### config.mk
export PLATFORM = sky130hd
export DESIGN_NAME = svtc_mul_unit
export DESIGN_NICKNAME = d
export VERILOG_FILES = /design/src/design/assert_macros.svh /design/src/design/svtc_pkg.sv /design/src/design/svtc_mul_unit.sv
export SDC_FILE = /design/constraint.sdc
export NUM_CORES = 2
export LEC_CHECK = 0
export BUFFER_PORTS_ARGS = -buffer_cell sky130_fd_sc_hd__buf_2
export CORE_AREA = 2 2 314 238
export CTS_CLUSTER_SIZE = 25
export DETAILED_ROUTE_END_ITERATION = 6
export DIE_AREA = 0 0 316 240
export PLACE_DENSITY = 0.5
export SLEW_MARGIN = 25
export SYNTH_ARGS = -nofsm -noshare
export SYNTH_HDL_FRONTEND = slang
export SYNTH_SLANG_ARGS = --single-unit
export TNS_END_PERCENT = 100
### constraint.sdc
create_clock -name clk -period 19.4 [get_ports clk]
set_input_delay 1.94 -clock clk [delete_from_list [all_inputs] [get_ports clk]]
set_output_delay 1.94 -clock clk [all_outputs]
set_load 0.02 [all_outputs]
### src/design/assert_macros.svh
// ----------------------------------------------------------------------------
// assertion macros
// shared concurrent check helpers, compiled out with NO_ASSERTIONS
// ----------------------------------------------------------------------------
`ifndef ASSERT_MACROS_SVH
`define ASSERT_MACROS_SVH

`ifndef NO_ASSERTIONS

// property must hold at every edge out of reset
`define SVTC_ASSERT(label, clk, rst_n, prop, msg) \
	label: assert property (@(posedge clk) disable iff (!rst_n) prop) else $error(msg);

// expression must never be true out of reset
`define SVTC_ASSERT_NEVER(label, clk, rst_n, expr, msg) \
	label: assert property (@(posedge clk) disable iff (!rst_n) !(expr)) else $error(msg);

`else

`define SVTC_ASSERT(label, clk, rst_n, prop, msg)
`define SVTC_ASSERT_NEVER(label, clk, rst_n, expr, msg)

`endif

`endif

### src/design/svtc_pkg.sv
// ----------------------------------------------------------------------------
// svtc_pkg
// types, constants and elaboration-time tables of the voice tone chain
// ----------------------------------------------------------------------------
`default_nettype none

package svtc_pkg;

	localparam int SAMPLE_RATE_HZ = 48000;
	localparam int SINE_DEPTH     = 256;  // power of two
	localparam int SINE_IDX_W     = $clog2(SINE_DEPTH);
	localparam int SINE_ADDR_W    = $clog2(SINE_DEPTH + 1);

	localparam int OP_W   = 26;
	localparam int PROD_W = 2 * OP_W;
	localparam int RES_W  = 26;
	localparam int SUM_W  = 28;

	localparam logic [16:0] UNITY       = 17'd65536;
	localparam logic [15:0] WIDTH_MAX   = 16'd32768;
	localparam logic [10:0] DEPTH_MAX   = 11'd1024;
	localparam logic [16:0] AIR_LIFT    = 17'd85197;
	localparam logic [15:0] NOISE_SCALE = 16'd22938;
	localparam logic [15:0] RIGHT_NOISE = 16'd52429;
	localparam logic [31:0] LCG_MUL     = 32'd1664525;
	localparam logic [31:0] LCG_ADD     = 32'd1013904223;
	localparam logic [31:0] NOISE_SEED  = 32'h9E3779B9;
	localparam logic [23:0] ENV_MAX     = 24'h800000;

	localparam logic signed [SUM_W-1:0] SAT_HI = SUM_W'(8388607);
	localparam logic signed [SUM_W-1:0] SAT_LO = -SUM_W'(8388608);

	localparam logic [63:0] Q30_ONE     = 64'd1073741824;
	localparam logic [63:0] HALF_PI_Q30 = 64'd1686629713;
	localparam logic [63:0] TWO_PI_Q32  = 64'd26986075409;

	typedef enum logic [1:0] {SH_15, SH_16, SH_23} mul_shift_t;

	typedef struct packed {
		logic       issue;
		mul_shift_t shift;
	} mul_req_t;

	typedef enum logic [2:0] {
		REG_WIDTH, REG_DYN, REG_EXPR, REG_CUTOFF,
		REG_AIR, REG_NOISE, REG_DEPTH, REG_STEP
	} cfg_reg_t;

	typedef enum logic [4:0] {
		ST_IDLE, ST_GDYN, ST_GEXPR, ST_GCUT, ST_GAIR, ST_GNOISE,
		ST_SIDE, ST_AMT, ST_TONE_L, ST_AIRLP_L, ST_SHELF_L,
		ST_TONE_R, ST_AIRLP_R, ST_SHELF_R, ST_ENV,
		ST_NLP, ST_NHP, ST_NAMT, ST_NSCL, ST_NRIGHT,
		ST_GAIN, ST_BMOD, ST_BGAIN, ST_OUT_L, ST_OUT_R
	} state_t;

	typedef logic [16:0] sine_tab_t [SINE_DEPTH+1];

	// 1 - exp(-x), x in Q32, result Q0.16 clamped to 1..65535
	function automatic logic [15:0] pole_coef(input logic [63:0] x_in);
		logic [63:0] x, y, term, e;
		logic signed [63:0] sum, c;
		int k;
		x = x_in;
		k = 0;
		for (int i = 0; i < 40; i++) begin
			if (x > Q30_ONE) begin
				x = x >> 1;
				k = k + 1;
			end
		end
		y = x >> 2;
		term = Q30_ONE;
		sum = $signed(Q30_ONE);
		term = ((term * y) >> 30) / 1;
		sum = sum - $signed(term);
		term = ((term * y) >> 30) / 2;
		sum = sum + $signed(term);
		term = ((term * y) >> 30) / 3;
		sum = sum - $signed(term);
		term = ((term * y) >> 30) / 4;
		sum = sum + $signed(term);
		term = ((term * y) >> 30) / 5;
		sum = sum - $signed(term);
		term = ((term * y) >> 30) / 6;
		sum = sum + $signed(term);
		e = (sum < 0) ? 64'd0 : 64'(sum);
		for (int i = 0; i < 40; i++) begin
			if (i < k)
				e = (e * e) >> 30;
		end
		if (e > Q30_ONE)
			e = Q30_ONE;
		c = $signed(((Q30_ONE - e) + 64'd8192) >> 14);
		if (c < 1)
			c = 1;
		if (c > 65535)
			c = 65535;
		return c[15:0];
	endfunction

	function automatic logic [16:0] sine_entry(input logic [63:0] i);
		logic [63:0] a, a2, term;
		logic signed [63:0] sum;
		a = (HALF_PI_Q30 * i) / SINE_DEPTH;
		a2 = (a * a) >> 30;
		term = a;
		sum = $signed(a);
		term = ((term * a2) >> 30) / 6;
		sum = sum - $signed(term);
		term = ((term * a2) >> 30) / 20;
		sum = sum + $signed(term);
		term = ((term * a2) >> 30) / 42;
		sum = sum - $signed(term);
		term = ((term * a2) >> 30) / 72;
		sum = sum + $signed(term);
		term = ((term * a2) >> 30) / 110;
		sum = sum - $signed(term);
		term = ((term * a2) >> 30) / 156;
		sum = sum + $signed(term);
		if (sum < 0)
			sum = 0;
		sum = (sum + 8192) >>> 14;
		if (sum > 65536)
			sum = 65536;
		return sum[16:0];
	endfunction

	function automatic sine_tab_t build_sine_tab();
		sine_tab_t t;
		for (int i = 0; i <= SINE_DEPTH; i++)
			t[i] = sine_entry(64'(i));
		return t;
	endfunction

	localparam sine_tab_t SINE_TAB = build_sine_tab();

	localparam logic [63:0] X_FAST    = 64'd4294967296000 / (SAMPLE_RATE_HZ * 12);
	localparam logic [63:0] X_SLOW    = 64'd4294967296000 / (SAMPLE_RATE_HZ * 40);
	localparam logic [63:0] X_ATTACK  = 64'd4294967296000 / (SAMPLE_RATE_HZ * 15);
	localparam logic [63:0] X_RELEASE = 64'd4294967296000 / (SAMPLE_RATE_HZ * 220);
	localparam logic [63:0] X_AIR     = (TWO_PI_Q32 * 4000) / SAMPLE_RATE_HZ;
	localparam logic [63:0] X_NOISE   = (TWO_PI_Q32 * 2600) / SAMPLE_RATE_HZ;

	localparam logic [15:0] COEF_FAST    = pole_coef(X_FAST);
	localparam logic [15:0] COEF_SLOW    = pole_coef(X_SLOW);
	localparam logic [15:0] COEF_ATTACK  = pole_coef(X_ATTACK);
	localparam logic [15:0] COEF_RELEASE = pole_coef(X_RELEASE);
	localparam logic [15:0] COEF_AIR     = pole_coef(X_AIR);
	localparam logic [15:0] COEF_NOISE   = pole_coef(X_NOISE);

	function automatic logic signed [23:0] sat24(input logic signed [SUM_W-1:0] v);
		logic signed [SUM_W-1:0] c;
		c = v;
		if (v > SAT_HI)
			c = SAT_HI;
		if (v < SAT_LO)
			c = SAT_LO;
		return c[23:0];
	endfunction

	// one-pole update: a step that rounds to zero still moves one lsb
	function automatic logic signed [SUM_W-1:0] glide_next(
		input logic signed [SUM_W-1:0] cur,
		input logic signed [OP_W-1:0]  d,
		input logic signed [RES_W-1:0] step
	);
		logic signed [RES_W-1:0] s;
		s = step;
		if (step == '0 && d != '0)
			s = d[OP_W-1] ? -RES_W'(1) : RES_W'(1);
		return cur + SUM_W'(s);
	endfunction

endpackage

`default_nettype wire

### src/design/svtc_mul_unit.sv
// ----------------------------------------------------------------------------
// svtc_mul_unit
// shared signed multiplier with registered product and round-half-up shift
// ----------------------------------------------------------------------------
`default_nettype none

module svtc_mul_unit (
	input  wire logic                              clk,
	input  wire svtc_pkg::mul_req_t                req,
	input  wire logic signed [svtc_pkg::OP_W-1:0]  op_x,
	input  wire logic signed [svtc_pkg::OP_W-1:0]  op_y,
	output logic signed [svtc_pkg::RES_W-1:0]      res
);
	import svtc_pkg::*;

	logic signed [PROD_W-1:0] prod_s1;
	mul_shift_t               shift_s1;
	logic signed [PROD_W-1:0] rnd;

	always_ff @(posedge clk) begin
		if (req.issue) begin
			prod_s1  <= op_x * op_y;
			shift_s1 <= req.shift;
		end
	end

	always_comb begin
		case (shift_s1)
			SH_15:   rnd = (prod_s1 + $signed(PROD_W'(1) << 14)) >>> 15;
			SH_16:   rnd = (prod_s1 + $signed(PROD_W'(1) << 15)) >>> 16;
			SH_23:   rnd = (prod_s1 + $signed(PROD_W'(1) << 22)) >>> 23;
			default: rnd = (prod_s1 + $signed(PROD_W'(1) << 15)) >>> 16;
		endcase
		res = rnd[RES_W-1:0];
	end

endmodule

`default_nettype wire

# Yosys cells after proc, flatten, opt, wreduce, memory -nomap -nowiden

Index checks and enable logic that the tools add are counted.

Flip-flop bits (word level): 51
Word-level logic and storage cells: 9
Input bits: 56

Reductions and logical operators: 1
Add/subtract/negate cells: 3
Multiply operators: 1
Multiplexer cells: 1
Equality and inequality tests: 1

Operators by type and width:

| cell                   | number |
|---|---|
| $pmux 26 s2            | 1 |
| $add 49x24->49 const B | 1 |
| $mul 26x26->49         | 1 |
| $add 42x17->42 const B | 1 |
| $add 41x16->41 const B | 1 |
| $eq 2x2->1 const B     | 1 |
| $logic_not 2->1        | 1 |

# Longest topological paths before layout

Word-level depth: 2
Mapped depth: 27

# Worst setup path before layout

OpenSTA, ideal clock, no wires.

Path kind: input port to flip-flop
Start: in op_y[3] (netlist name)
End: reg prod_s1[44] (data pin)
Data arrival time: 8.185 ns
Library setup time: 0.265 ns
Cell stages on the path: 25
Setup slack: 10.950 ns
Required time: 19.135 ns
Cells stage by stage: clkbuf_1 clkbuf_1 nand2_1 fa_1 inv_1 fa_1 inv_1 fa_1 fa_1 inv_1 fa_1 fa_1 inv_1 fa_1 inv_1 ha_1 a222oi_1 o21ai_1 nor2_1 o31ai_1 a31o_4 a31o_4 a41o_1 a21oi_2 xnor2_1

Cells in the longest elaborated chain, start to end: 1

Ends and longest elaborated chain:

| what                 | RTL line            | RTL |
|---|---|---|
| from (decl)          | svtc_mul_unit.sv:11 | `input wire logic signed [svtc_pkg::OP_W-1:0] op_y,` |
| $mul 26x26->49       | svtc_mul_unit.sv:22 | `prod_s1 <= op_x * op_y;` |
| to (signal assigned) | svtc_mul_unit.sv:22 |  |
| to (decl)            | svtc_mul_unit.sv:16 | `logic signed [PROD_W-1:0] prod_s1;` |

Every way passes these cells.
A chain may end at the register's enable or synchronous reset.

# Worst setup path in the final report

Start: in op_y[2] (netlist name)
End: reg prod_s1[44] (data pin)

Same word-level chain as after synthesis.

==> results.cfg <==
[die]
die_x_um = 316
initial_core_util = 0.346
ioPinCount = 82
num_rows = 86
die_area_sq_um = 75800
die-height_um = 240
core_sq_um = 72800

[finish]
drive_above_1_share = 0.0397
area_growth_pct = 5.28
design_area_sq_um = 26600
finalNetCount = 3544
utilization = 0.365

[timing]
hold_violations = 0
rsz0062_at_grt = no
fin_ws_ns = 10.46
final_max_slew_viol_count = 0
setup-violations-final = 0
period_minus_slack_ns = 8.94
fmax_mhz = 112
worst_pin_slew_ns = 0.851
fin_crit_sh = 0.461
slew-limit-headroom = 0.432
setup_tns_ns = 0

[synthesis]
netlist_area_sq_um = 25200
ys_seq_area_frac = 0.0440
synth_seq_cells = 37
synth_compound_area_frac = 0.0303
synth_top_cell_by_area = fa_1
syn_avg_cell_area_sq_um = 9.35
synth_top_family_by_area = adder cells
synthMuxAreaShare = 0.0129
synth_fa_ha_area_frac = 0.608
ys_types = 60
synthXorXnorAreaFrac = 0.0285
ys_top_cells_by_count = inv_1 (689), fa_1 (680), nand2_1 (411)
synthCells = 2699
ys_top_cells_by_area = fa_1 (54%), inv_1 (10%), ha_1 (6.9%)
synth_simple_gate_area_frac = 0.154
ys_warn_count = 0
synth_most_common_cell = inv_1
synth-edff-count = 37
yosys_most_used_dff = edfxtp_1
syn_nets = 3574
yosysTopAreaCellShare = 0.540
synthArstFlopShare = 0

[worst_setup_path]
cp-endpoint = prod_s1[44]
critPathLaunchType = input pin
critPathMaxFanout = 26
critPathRequiredTime_ns = 19.44
critical_path.startpoint = op_y[2]
arrival_ns = 8.97
critPathKind = in2reg
cp-end-kind = flop

[placement]
port_buffers = 81
dpl.hpwl_mm = 60.4
place_area_sq_um = 26400
post-place-ws_ns = 10.21
gp_routability_congestion = 0.903

[global_routing]
antenna_found_initial = 3
grt_pass1_wl_mm = 119
grt_overflow_total = 0
track_usage = 0.206
grt_max_degree = 51
grt_pass1_vias = 19800

[route]
via_per_inst = 4.85
vias = 17700
wl_mm = 73.9
antenna_left = 0
drt_iter0_markers = 1203
drt-pass1-iter-count = 5
wl_per_cell_um = 20.3
drc = 0

[status]
status = finished clean

[clock_tree]
clock-sinks = 37
tritoncts = built
cts_setup_buffers = 0
holdBufCountCts = 0
htreeDepth = 2
cts_buffers = 5
clk_pin_slew_worst_paths_ns = 0.06
cts-resized-gates = 0
clock_path_buffers = 2
root_buffer = clkbuf_16

[min_path]
hp-class = in2reg
hold_start = req[0]

[run]
max_cap_violations = 0
-- logic make-up (layout without fill, tap and decap cells) --
logic type               after synthesis  after routing
other                                  0              1
adder cells (fa/ha/maj)              819            819
multiplexers                          32             32
AO/OA/AOI/OAI                        116            116
XOR/XNOR                              82             82
buffers and inverters                813            784
AND/OR/NAND/NOR                      800            800
flip-flops                            37             37
-- per-stage QoR --
step / cells / hold slack (ns)
2_1_floorplan: 2699 / 2.04
3_3_place_gp: 3630 / 2.12
3_5_place_dp: 3630 / 2.12
4_1_cts: 3638 / 1.82
5_1_grt: 3638 / 1.82
6_report: 3639 / 1.83
-- critical path, cell delays in order --
cell,delay [ns]
buf_2,0.55
nand2_1,0.21
inv_1,0.17
fa_1,0.49
inv_1,0.19
fa_1,0.44
fa_1,0.64
fa_1,0.48
fa_1,0.57
fa_1,0.44
fa_1,0.56
inv_1,0.07
ha_1,0.36
a21oi_1,0.27
o211ai_1,0.17
a21oi_1,0.19
o21ai_0,0.11
a221o_1,0.32
a31o_4,0.25
a41o_1,0.31
a21oi_2,0.17
xnor2_1,0.07
-- cell usage in the layout, fill, tap and decap left out, types with 7 or more instances in the layout --
cell / n
a21o_1: 20
nand3_1: 7
o21ai_0: 20
nand2b_1: 14
buf_2: 81
and2_1: 272
nor3_1: 7
inv_1: 689
fa_1: 680
edfxtp_1: 37
a21oi_1: 39
nand4_1: 10
nand2_1: 411
nor2_1: 51
mux2i_1: 28
ha_1: 139
xnor2_1: 54
xor2_1: 28
-- cell type report --
cell class	count	area, sq um
clock inverter	3	41.3
multi-input combinational	1849	21000
tap	968	1210
sequential	37	1110
clock buffer	5	125
fill	7417	46300
inverter	690	2590
timing repair buffer	86	443
antenna	1	2.50
-- worst min path at each step --
| stage | end | slack [ns] | cells after the start |
|---|---|---|---|
| floorplan | shift_s1[0] | 2.04 | 0 |
| finish | shift_s1[0] | 1.83 | 1 |
| global route | shift_s1[1] | 1.82 | 1 |
| detailed placement | shift_s1[1] | 2.12 | 1 |
| global placement | shift_s1[0] | 2.12 | 1 |
| CTS | shift_s1[0] | 1.82 | 1 |
-- metal layers --
| metal | vias up | routed length (um) | track usage |
|---|---|---|---|
| met2 | 564 | 32700 | 0.326 |
| met5 | - | 16 | 0 |
| li1 | 7686 | - | - |
| met1 | 9355 | 35500 | 0.309 |
| met4 | 2 | 895 | 0.0257 |
| met3 | 57 | 4820 | 0.0263 |
-- sequential cells by signal, summed over array words and instances (netlist names) --
signal    count
prod_s1      35
shift_s1      2
Power is left out: the tool's default activity adds up to more than one toggle a clock period on the data nets, which glitch-free logic cannot reach.
